`config.mk`:
```
export PLATFORM = sky130hd
export DESIGN_NAME = dda_line_rasterizer
export DESIGN_NICKNAME = d
export VERILOG_FILES = /design/src/rtl/dlr_pkg.sv /design/src/rtl/dda_line_rasterizer.sv /design/src/rtl/dlr_div.sv /design/src/rtl/dlr_datapath.sv /design/src/rtl/dlr_ctrl.sv
export SDC_FILE = /design/constraint.sdc
export NUM_CORES = 1
export LEC_CHECK = 0
export ABC_CLOCK_PERIOD_IN_PS = 5400
export BUFFER_PORTS_ARGS = -buffer_cell sky130_fd_sc_hd__buf_2
export CELL_PAD_IN_SITES_DETAIL_PLACEMENT = 1
export CELL_PAD_IN_SITES_GLOBAL_PLACEMENT = 1
export CORE_AREA = 2 2 273 275
export CTS_BUF_LIST = sky130_fd_sc_hd__clkbuf_4 sky130_fd_sc_hd__clkbuf_8
export CTS_CLUSTER_DIAMETER = 30
export DETAILED_ROUTE_END_ITERATION = 6
export DIE_AREA = 0 0 275 277
export GPL_TIMING_DRIVEN = 0
export PLACE_DENSITY = 0.58
export SYNTH_ARGS = -nofsm -noshare
export SYNTH_HDL_FRONTEND = slang
export SYNTH_HIERARCHICAL = 1
export SYNTH_SLANG_ARGS = --single-unit
```
`constraint.sdc`:
```
create_clock -name clk -period 5.4 [get_ports clk]
set_clock_uncertainty 0.15 [all_clocks]
set_input_delay 1.08 -clock clk [delete_from_list [all_inputs] [get_ports clk]]
set_output_delay 1.08 -clock clk [all_outputs]
set_load 0.02 [all_outputs]
```
`src/rtl/dlr_pkg.sv`:
```
// Shared types and constants for the DDA line rasteriser.
package dlr_pkg;

	// Default geometry
	localparam int COORD_BITS_DEF = 12;
	localparam int FRAC_BITS_DEF  = 16;

	// Input transaction action codes
	localparam logic ACT_LOAD = 1'b0;
	localparam logic ACT_STEP = 1'b1;

	// Commands from controller to datapath
	typedef struct packed {
		logic load;      // capture endpoints, start both divisions
		logic div_step;  // one quotient bit per divider
		logic finish;    // turn quotients into signed increments
		logic step;      // emit one point and advance accumulators
	} dlr_cmd_t;

	// Status from datapath to controller
	typedef struct packed {
		logic line_active;
	} dlr_status_t;

endpackage

```
`src/rtl/dda_line_rasterizer.sv`:
```
// DDA line rasteriser top level: controller and datapath.
//
//  channel | direction | handshake            | payload
//  --------+-----------+----------------------+--------------------------------------
//  in      | input     | in_valid / in_stall   | action, start_x, start_y, end_x, end_y
//  out     | output    | out_valid / out_stall | point_x, point_y, last_point
//
// A step transaction on an active line yields one point; points stream at one
// per cycle while the output is not stalled, and the result register lets the
// next step enter as the previous point leaves. A load transaction occupies the
// block through both divisions (one bit per cycle from two restoring dividers)
// and the finish state. Reset clears the controller and leaves no active line.
// A stalled output holds its point and stalls the input side.
module dda_line_rasterizer import dlr_pkg::*; #(
	parameter int COORD_BITS = COORD_BITS_DEF,
	parameter int FRAC_BITS  = FRAC_BITS_DEF
) (
	input  logic                         clk,
	input  logic                         arst_n,
	input  logic                         in_valid,
	output logic                         in_stall,
	input  logic                         action,
	input  logic signed [COORD_BITS-1:0] start_x,
	input  logic signed [COORD_BITS-1:0] start_y,
	input  logic signed [COORD_BITS-1:0] end_x,
	input  logic signed [COORD_BITS-1:0] end_y,
	output logic                         out_valid,
	input  logic                         out_stall,
	output logic signed [COORD_BITS-1:0] point_x,
	output logic signed [COORD_BITS-1:0] point_y,
	output logic                         last_point
);

	dlr_cmd_t    cmd;
	dlr_status_t status;

	// Sequencing
	dlr_ctrl #(.FRAC_BITS(FRAC_BITS)) u_ctrl (
		.clk       (clk),
		.arst_n    (arst_n),
		.in_valid  (in_valid),
		.in_stall  (in_stall),
		.action    (action),
		.out_valid (out_valid),
		.out_stall (out_stall),
		.cmd       (cmd),
		.status    (status)
	);

	// Arithmetic
	dlr_datapath #(.COORD_BITS(COORD_BITS), .FRAC_BITS(FRAC_BITS)) u_datapath (
		.clk        (clk),
		.arst_n     (arst_n),
		.cmd        (cmd),
		.status     (status),
		.start_x    (start_x),
		.start_y    (start_y),
		.end_x      (end_x),
		.end_y      (end_y),
		.point_x    (point_x),
		.point_y    (point_y),
		.last_point (last_point)
	);

endmodule

```
`src/rtl/dlr_div.sv`:
```
// Iterative restoring divider: round(mag_d * 2^FRAC_BITS / steps), one bit per cycle.
module dlr_div import dlr_pkg::*; #(
	parameter int COORD_BITS = COORD_BITS_DEF,
	parameter int FRAC_BITS  = FRAC_BITS_DEF
) (
	input  logic                  clk,
	input  logic                  start,
	input  logic                  step,
	input  logic [COORD_BITS-1:0] mag_d,
	input  logic [COORD_BITS-1:0] steps,
	output logic [FRAC_BITS:0]    quot
);

	// Numerator width: mag_d * 2^F plus half the divisor
	localparam int NW = COORD_BITS + FRAC_BITS + 1;

	logic [NW-1:0]         numer;
	logic [COORD_BITS-1:0] divisor_q;
	logic [COORD_BITS-1:0] rem_q;
	logic [FRAC_BITS:0]    low_q;
	logic [FRAC_BITS:0]    quot_q;
	logic [COORD_BITS:0]   trial;
	logic [COORD_BITS:0]   diff;
	logic                  qbit;

	// Rounded numerator: halves go away from zero
	assign numer = {1'b0, mag_d, {FRAC_BITS{1'b0}}}
		+ NW'({1'b0, steps[COORD_BITS-1:1]});

	// Trial subtraction for the next quotient bit
	assign trial = {rem_q, low_q[FRAC_BITS]};
	assign diff  = trial - {1'b0, divisor_q};
	assign qbit  = (trial >= {1'b0, divisor_q});

	// Quotient never exceeds 2^F, so the top part starts below the divisor
	always_ff @(posedge clk) begin
		if (start) begin
			divisor_q <= steps;
			rem_q     <= numer[NW-1:FRAC_BITS+1];
			low_q     <= numer[FRAC_BITS:0];
			quot_q    <= '0;
		end else if (step) begin
			rem_q  <= qbit ? diff[COORD_BITS-1:0] : trial[COORD_BITS-1:0];
			low_q  <= {low_q[FRAC_BITS-1:0], 1'b0};
			quot_q <= {quot_q[FRAC_BITS-1:0], qbit};
		end
	end

	assign quot = quot_q;

endmodule

```
`src/rtl/dlr_datapath.sv`:
```
// Datapath: endpoint set-up, increment dividers, accumulators and result register.
module dlr_datapath import dlr_pkg::*; #(
	parameter int COORD_BITS = COORD_BITS_DEF,
	parameter int FRAC_BITS  = FRAC_BITS_DEF
) (
	input  logic                         clk,
	input  logic                         arst_n,
	input  dlr_cmd_t                     cmd,
	output dlr_status_t                  status,
	input  logic signed [COORD_BITS-1:0] start_x,
	input  logic signed [COORD_BITS-1:0] start_y,
	input  logic signed [COORD_BITS-1:0] end_x,
	input  logic signed [COORD_BITS-1:0] end_y,
	output logic signed [COORD_BITS-1:0] point_x,
	output logic signed [COORD_BITS-1:0] point_y,
	output logic                         last_point
);

	localparam int AW = COORD_BITS + FRAC_BITS + 2;  // accumulator width
	localparam int IW = FRAC_BITS + 2;               // increment width
	localparam int PW = COORD_BITS + 2;              // rounded point width
	localparam logic signed [AW-1:0] HALF = AW'(1) <<< (FRAC_BITS - 1);
	localparam logic signed [PW-1:0] P_HI = PW'((2 ** (COORD_BITS - 1)) - 1);
	localparam logic signed [PW-1:0] P_LO = -PW'(2 ** (COORD_BITS - 1));

	logic signed [COORD_BITS:0]   dx, dy;
	logic        [COORD_BITS-1:0] mag_x, mag_y, steps;
	logic        [FRAC_BITS:0]    quot_x, quot_y;
	logic signed [IW-1:0]         inc_x_q, inc_y_q;
	logic signed [AW-1:0]         acc_x_q, acc_y_q;
	logic signed [AW-1:0]         rnd_x, rnd_y;
	logic signed [PW-1:0]         pix_x, pix_y;
	logic                         neg_x_q, neg_y_q, zero_q;
	logic        [COORD_BITS:0]   points_left_q;
	logic                         line_active_q;
	logic                         last;

	// Deltas, magnitudes and major axis length
	assign dx    = {end_x[COORD_BITS-1], end_x} - {start_x[COORD_BITS-1], start_x};
	assign dy    = {end_y[COORD_BITS-1], end_y} - {start_y[COORD_BITS-1], start_y};
	assign mag_x = dx[COORD_BITS] ? COORD_BITS'(-dx) : dx[COORD_BITS-1:0];
	assign mag_y = dy[COORD_BITS] ? COORD_BITS'(-dy) : dy[COORD_BITS-1:0];
	assign steps = (mag_x > mag_y) ? mag_x : mag_y;

	// Increment dividers, one per axis
	dlr_div #(.COORD_BITS(COORD_BITS), .FRAC_BITS(FRAC_BITS)) u_div_x (
		.clk   (clk),
		.start (cmd.load),
		.step  (cmd.div_step),
		.mag_d (mag_x),
		.steps (steps),
		.quot  (quot_x)
	);

	dlr_div #(.COORD_BITS(COORD_BITS), .FRAC_BITS(FRAC_BITS)) u_div_y (
		.clk   (clk),
		.start (cmd.load),
		.step  (cmd.div_step),
		.mag_d (mag_y),
		.steps (steps),
		.quot  (quot_y)
	);

	// Rounding (halves up) and saturation to the coordinate range
	assign rnd_x = acc_x_q + HALF;
	assign rnd_y = acc_y_q + HALF;
	assign pix_x = rnd_x[AW-1:FRAC_BITS];
	assign pix_y = rnd_y[AW-1:FRAC_BITS];
	assign last  = (points_left_q <= (COORD_BITS+1)'(1));

	// Line set-up, increments, accumulators and result payload
	always_ff @(posedge clk) begin
		if (cmd.load) begin
			neg_x_q <= dx[COORD_BITS];
			neg_y_q <= dy[COORD_BITS];
			zero_q  <= (steps == '0);
			acc_x_q <= {{2{start_x[COORD_BITS-1]}}, start_x, {FRAC_BITS{1'b0}}};
			acc_y_q <= {{2{start_y[COORD_BITS-1]}}, start_y, {FRAC_BITS{1'b0}}};
		end else if (cmd.step) begin
			acc_x_q <= acc_x_q + {{(AW-IW){inc_x_q[IW-1]}}, inc_x_q};
			acc_y_q <= acc_y_q + {{(AW-IW){inc_y_q[IW-1]}}, inc_y_q};
		end
		if (cmd.finish) begin
			if (zero_q) begin
				inc_x_q <= '0;
				inc_y_q <= '0;
			end else begin
				inc_x_q <= neg_x_q ? -$signed({1'b0, quot_x}) : $signed({1'b0, quot_x});
				inc_y_q <= neg_y_q ? -$signed({1'b0, quot_y}) : $signed({1'b0, quot_y});
			end
		end
		if (cmd.step) begin
			point_x    <= (pix_x > P_HI) ? COORD_BITS'(P_HI) :
				(pix_x < P_LO) ? COORD_BITS'(P_LO) : pix_x[COORD_BITS-1:0];
			point_y    <= (pix_y > P_HI) ? COORD_BITS'(P_HI) :
				(pix_y < P_LO) ? COORD_BITS'(P_LO) : pix_y[COORD_BITS-1:0];
			last_point <= last;
		end
	end

	// Point count and active flag
	always_ff @(posedge clk or negedge arst_n) begin
		if (!arst_n) begin
			points_left_q <= '0;
			line_active_q <= 1'b0;
		end else if (cmd.load) begin
			points_left_q <= {1'b0, steps} + (COORD_BITS+1)'(1);
			line_active_q <= 1'b1;
		end else if (cmd.step) begin
			if (last) begin
				points_left_q <= '0;
				line_active_q <= 1'b0;
			end else begin
				points_left_q <= points_left_q - (COORD_BITS+1)'(1);
			end
		end
	end

	assign status.line_active = line_active_q;

endmodule

```
`src/rtl/dlr_ctrl.sv`:
```
// Controller: transaction handshakes, division sequencing and result valid.
module dlr_ctrl import dlr_pkg::*; #(
	parameter int FRAC_BITS = FRAC_BITS_DEF
) (
	input  logic        clk,
	input  logic        arst_n,
	input  logic        in_valid,
	output logic        in_stall,
	input  logic        action,
	output logic        out_valid,
	input  logic        out_stall,
	output dlr_cmd_t    cmd,
	input  dlr_status_t status
);

	localparam int CW = $clog2(FRAC_BITS + 1);

	typedef enum logic [2:0] {
		S_IDLE = 3'b001,
		S_DIV  = 3'b010,
		S_FIN  = 3'b100
	} state_t;

	state_t          state_q, state_d;
	logic [CW-1:0]   cnt_q;
	logic            out_valid_q;
	logic            accept;

	// Take a transaction only when idle and the result register can move
	assign in_stall = (state_q != S_IDLE) || (out_valid_q && out_stall);
	assign accept   = in_valid && !in_stall;

	// Commands
	always_comb begin
		cmd          = '0;
		cmd.load     = accept && (action == ACT_LOAD);
		cmd.step     = accept && (action == ACT_STEP) && status.line_active;
		cmd.div_step = (state_q == S_DIV);
		cmd.finish   = (state_q == S_FIN);
	end

	// Next state
	always_comb begin
		state_d = state_q;
		case (state_q)
			S_IDLE: begin
				if (cmd.load)
					state_d = S_DIV;
			end
			S_DIV: begin
				if (cnt_q == CW'(FRAC_BITS))
					state_d = S_FIN;
			end
			S_FIN: state_d = S_IDLE;
			default: state_d = S_IDLE;
		endcase
	end

	// State, bit counter and result valid
	always_ff @(posedge clk or negedge arst_n) begin
		if (!arst_n) begin
			state_q     <= S_IDLE;
			cnt_q       <= '0;
			out_valid_q <= 1'b0;
		end else begin
			state_q <= state_d;
			if (state_q == S_DIV)
				cnt_q <= cnt_q + CW'(1);
			else
				cnt_q <= '0;
			if (cmd.step)
				out_valid_q <= 1'b1;
			else if (!out_stall)
				out_valid_q <= 1'b0;
		end
	end

	assign out_valid = out_valid_q;

endmodule

```
==> summary by stage <==
Status
The run finished, with violations left. The final reports fail on negative setup slack.

Drt
The total vias in the final route is 15800. After detailed routing, the number of vias per cell comes to 4.91. The count of nets left with antenna violations once routing finished came out at 0. Wires add up to 59900 um. The DRC marker count from the first detailed-route iteration is 744. In the final routed layout, each cell accounts on average for 18.6 um. In the routed design, unresolved DRC markers number 0.

The first detailed-routing pass ran for 5 iterations.

Timing
The number of setup violations in the final report is 43. The final max-slew violation count is 0. Based on the critical path, the design can be clocked at up to 168 MHz. The post-route worst setup slack is -556 ps. Setup repair after global routing could not meet its margin everywhere.

The final critical-path share of the clock period is 110%. The worst pin sits at a relative slew slack of 17.6%. The final hold violation count is 0. The actual transition at the worst max-transition pin is 1230 ps.

The final critical path time including I/O delays and setup is 5960 ps.

Logic synthesis
After Yosys synthesis, XOR and XNOR cells account for 7.64% of the synthesized area. Synthesis produced a netlist whose cell count is 1932. The number of warnings issued by yosys is 6. The netlist area before placement is 0.0182 mm2. The synthesized netlist net count is 2120.

The most common flop cell mapped by yosys is sky130_fd_sc_hd__edfxtp_1. The share of synthesized cell area in full adder, half adder and majority cells is 9.52%. The synthesized netlist devotes 18.0% of its cell area to compound gates. After synthesis, the largest family of logic cells by area is compound AO/OA/AOI/OAI gates. In this run, synthesis inferred 174 flip-flops with an integrated enable.

Sequential cells were found to cover 39.1% of the synthesized design area. The count of cell types in the netlist is 99. The number of synthesized register bits is 263. Of the total synthesized cell area, the portion taken by AND, OR, NAND and NOR gates is 16.5%.

The fraction of synthesis flops using an asynchronous set or reset pin is 8.75%. The post-synthesis average cell area is 9.43 um2. The post-synthesis mux area share is 4.67%.

Power
In this run the power density over the cells is 476 mW/mm2. The worst-case IR drop observed on VDD is 162 uV. The post-route total power is 11300 uW. In this run the static leakage power is 0.00944 uW.

Place
The pre-CTS setup slack is -2160 ps. The final RePlAce weighted congestion is 0.875. Including well taps, the total number of placed cells is 2985.

The placed cell area is 0.0201 mm2. The number of port buffers is 79. The HPWL after detailed placement is 43000 um.

Floorplanning
After floorplanning, the core was sized to cover 0.0736 mm2. 80 I/O pins were placed. The initialized floorplan defines 100 standard-cell rows. From left edge to right edge, the die measures 275 um. The die extent in y is 277 um. The die covers 0.0762 mm2.

The initial utilization of the core area, before any placement, comes to 24.8%.

Clock tree
The clock input transition at the sequential cells of the worst setup and hold paths is 60 ps. TritonCTS built the clock tree. The number of hold buffers added after CTS is 0. Buffers inserted during clock tree synthesis total 76. The maximum level of the CTS H-tree is 3. The count of clock tree sinks is 263. The clock insertion delay at the later pin of the skew report is 650 ps. Counting along the longest clock path gives a buffer depth of 3. Clock tree synthesis selected as its root buffer the cell sky130_fd_sc_hd__clkbuf_8.

Cells and area
In the final layout, flip-flops and latches occupy 0.00712 mm2. Leaving out filler cells and counting taps, the final layout contains 3221. The finished cells cover 0.0238 mm2. The count of fill cells added during filler insertion is 8409. The count of nets after finishing is 2376. Compared with the post-synthesis result, the final layout area differs by 30.5%.

The total area of multi-input combinational cells is 0.0114 mm2. The post-route netlist has 23.5% of its cells at a drive strength greater than 1.

Worst setup path
The kind of critical path is primary input to flip-flop. The critical path capture point type is a flip-flop. Data arrives at the worst endpoint at 6240 ps. For the worst setup path, the data required time is 5680 ps. The worst setup slack for register-to-register paths is 930 ps. In this run the worst path has a maximum fanout of 8.

The kind of launch point of the worst setup path is a primary input.

GRT
For this run the aggregate overflow at the end of global routing stands at 0. Entering global routing, the biggest net connects 30 pins. The overall fraction of global-route tracks in use is 15.1%. The via count of the first global-routing pass is 16400. The first global-routing pass estimated 91100 um of wire. The initial antenna violation count came to 2.

Min path
The class of the tightest hold or removal check is flip-flop to flip-flop.

Run
The max-capacitance violation count is 0.
[logic make-up (layout without fill, tap and decap cells)]
family          Yosys count  after routing
compound gates          483            483
other cells               0              1
xor+xnor                158            158
buf+inv                 205            524
fa+ha+maj               135            135
mux                      82             82
simple gates            606            606
flops                   263            263
[worst max-delay path, cell delays in order]
cell	delay, ps
sky130_fd_sc_hd__buf_2	70
sky130_fd_sc_hd__inv_1	80
sky130_fd_sc_hd__ha_1	290
sky130_fd_sc_hd__buf_4	160
sky130_fd_sc_hd__o211ai_1	200
sky130_fd_sc_hd__o21ai_2	230
sky130_fd_sc_hd__o211ai_1	130
sky130_fd_sc_hd__buf_4	160
sky130_fd_sc_hd__a32oi_4	470
sky130_fd_sc_hd__clkinv_4	170
sky130_fd_sc_hd__buf_4	170
sky130_fd_sc_hd__buf_4	140
sky130_fd_sc_hd__o31ai_4	80
sky130_fd_sc_hd__xnor2_4	200
sky130_fd_sc_hd__ha_4	330
sky130_fd_sc_hd__nand2_2	70
sky130_fd_sc_hd__nor3_4	180
sky130_fd_sc_hd__inv_2	80
sky130_fd_sc_hd__a211o_1	300
sky130_fd_sc_hd__a21oi_2	270
sky130_fd_sc_hd__buf_4	170
sky130_fd_sc_hd__buf_6	130
sky130_fd_sc_hd__o21ai_1	120
sky130_fd_sc_hd__o21ai_2	120
sky130_fd_sc_hd__or4b_1	460
sky130_fd_sc_hd__nor4_1	320
[cell usage after synthesis (13+ instances only)]
| cell type | instances | area share, % |
|---|---|---|
| sky130_fd_sc_hd__a211oi_1 | 23 | 0.95 |
| sky130_fd_sc_hd__a21o_1 | 39 | 1.6 |
| sky130_fd_sc_hd__a21oi_1 | 92 | 2.5 |
| sky130_fd_sc_hd__a31oi_1 | 27 | 0.93 |
| sky130_fd_sc_hd__and2_1 | 21 | 0.72 |
| sky130_fd_sc_hd__and3_1 | 14 | 0.48 |
| sky130_fd_sc_hd__buf_1 | 13 | 0.27 |
| sky130_fd_sc_hd__clkbuf_1 | 36 | 0.74 |
| sky130_fd_sc_hd__dfrtp_1 | 22 | 3.0 |
| sky130_fd_sc_hd__dfxtp_1 | 66 | 7.3 |
| sky130_fd_sc_hd__edfxtp_1 | 174 | 29 |
| sky130_fd_sc_hd__ha_1 | 129 | 8.9 |
| sky130_fd_sc_hd__inv_1 | 133 | 2.7 |
| sky130_fd_sc_hd__mux2_2 | 24 | 1.5 |
| sky130_fd_sc_hd__mux2i_1 | 58 | 3.2 |
| sky130_fd_sc_hd__nand2_1 | 100 | 2.1 |
| sky130_fd_sc_hd__nand2b_1 | 21 | 0.72 |
| sky130_fd_sc_hd__nand3_1 | 59 | 1.6 |
| sky130_fd_sc_hd__nand4_1 | 20 | 0.69 |
| sky130_fd_sc_hd__nor2_1 | 197 | 4.1 |
| sky130_fd_sc_hd__nor2b_1 | 27 | 0.93 |
| sky130_fd_sc_hd__nor3_1 | 57 | 1.6 |
| sky130_fd_sc_hd__nor4_1 | 15 | 0.52 |
| sky130_fd_sc_hd__o21a_1 | 16 | 0.66 |
| sky130_fd_sc_hd__o21ai_0 | 93 | 2.6 |
| sky130_fd_sc_hd__o21ai_1 | 15 | 0.41 |
| sky130_fd_sc_hd__o22ai_1 | 17 | 0.58 |
| sky130_fd_sc_hd__o31ai_1 | 33 | 1.4 |
| sky130_fd_sc_hd__or3_1 | 17 | 0.58 |
| sky130_fd_sc_hd__xnor2_1 | 69 | 3.3 |
| sky130_fd_sc_hd__xor2_1 | 88 | 4.2 |
[layout by cell type (no fill, tap or decap), types with 20 or more instances in the layout]
master and instances:
sky130_fd_sc_hd__a211oi_1 20, sky130_fd_sc_hd__inv_1 122, sky130_fd_sc_hd__dfrtp_1 22, sky130_fd_sc_hd__mux2i_1 56, sky130_fd_sc_hd__buf_4 79, sky130_fd_sc_hd__clkbuf_1 36
sky130_fd_sc_hd__o21ai_0 86, sky130_fd_sc_hd__nand4_1 20, sky130_fd_sc_hd__xnor2_1 57, sky130_fd_sc_hd__xor2_1 81, sky130_fd_sc_hd__a21oi_1 76, sky130_fd_sc_hd__nor2_1 188
sky130_fd_sc_hd__nor3_1 51, sky130_fd_sc_hd__o31ai_1 28, sky130_fd_sc_hd__a21o_1 39, sky130_fd_sc_hd__clkbuf_8 81, sky130_fd_sc_hd__ha_1 115, sky130_fd_sc_hd__dfxtp_1 66
sky130_fd_sc_hd__edfxtp_1 174, sky130_fd_sc_hd__nand2b_1 21, sky130_fd_sc_hd__nor2b_1 25, sky130_fd_sc_hd__nand3_1 56, sky130_fd_sc_hd__buf_2 82, sky130_fd_sc_hd__a31oi_1 23
sky130_fd_sc_hd__and2_1 20, sky130_fd_sc_hd__buf_6 29, sky130_fd_sc_hd__nand2_1 98
[where the power goes]
part	internal [uW]	leakage [uW]	total (uW)	switching, uW
Combinational	2200	0.00604	5110	2910
Clock	2190	0.000950	3360	1170
Sequential	2620	0.00245	2850	228
[through the flow]
step | setup TNS (ps) | hold WS [ps] | utilization [%]
floorplan | -6370 | 279 | -
global placement | -112970 | 297 | 27.1
detailed placement | -97130 | 304 | 27.3
CTS | -3630 | 286 | 31.0
global route | -14650 | 327 | 32.3
finish | -8730 | 313 | 32.3
[worst paths after layout]
kind / from / to / cells past startpoint
setup / recovery: start_x[5] / u_datapath/zero_q / 26
hold / removal: u_datapath/acc_y_q[14] / u_datapath/acc_y_q[14] / 2
setup reg to reg: u_datapath/inc_x_q[0] / u_datapath/acc_x_q[26] / 15
hold reg to reg: u_datapath/acc_y_q[14] / u_datapath/acc_y_q[14] / 2
max in group asynchronous: arst_n / u_datapath/points_left_q[10] / 1
min in group asynchronous: arst_n / u_datapath/status / 1
[layer usage]
layer	global-route usage (%)	share of wire [%]	routed length [um]
met5	0	0	0
met4	5.84	3.0	1780
met3	2.43	3.8	2270
met2	25.3	48	28800
met1	19.2	45	27000
[registers in the layout (all words and copies together), names as in the netlist, 13 cells and up]
| signal | count |
|---|---|
| u_datapath/u_div_y/quot | 17 |
| u_datapath/inc_x_q | 18 |
| u_datapath/acc_x_q | 30 |
| u_datapath/u_div_x/quot | 17 |
| u_datapath/u_div_x/low_q | 17 |
| u_datapath/points_left_q | 13 |
| u_datapath/u_div_y/low_q | 17 |
| u_datapath/inc_y_q | 18 |
| u_datapath/acc_y_q | 30 |
[repair_timing]
item                                    in CTS  in global routing
buffers inserted                            44                 56
pin swaps                                   44                 61
endpoints found under the hold margin        0                  0
gates resized for setup                    107                105
endpoints found under the setup margin      58                 54
[area by class of cell]
cell class	instances	share of cell area, %
Multi-Input combinational cell	1464	47.8
Sequential cell	263	30.0
Timing Repair Buffer	181	5.60
Tap cell	969	5.10
Clock buffer	88	4.91
Clock inverter	53	2.97
Inverter	138	2.27
Buffer	64	1.36
Antenna cell	1	0.0105
Note: power is estimated with default switching activity, not from simulation.
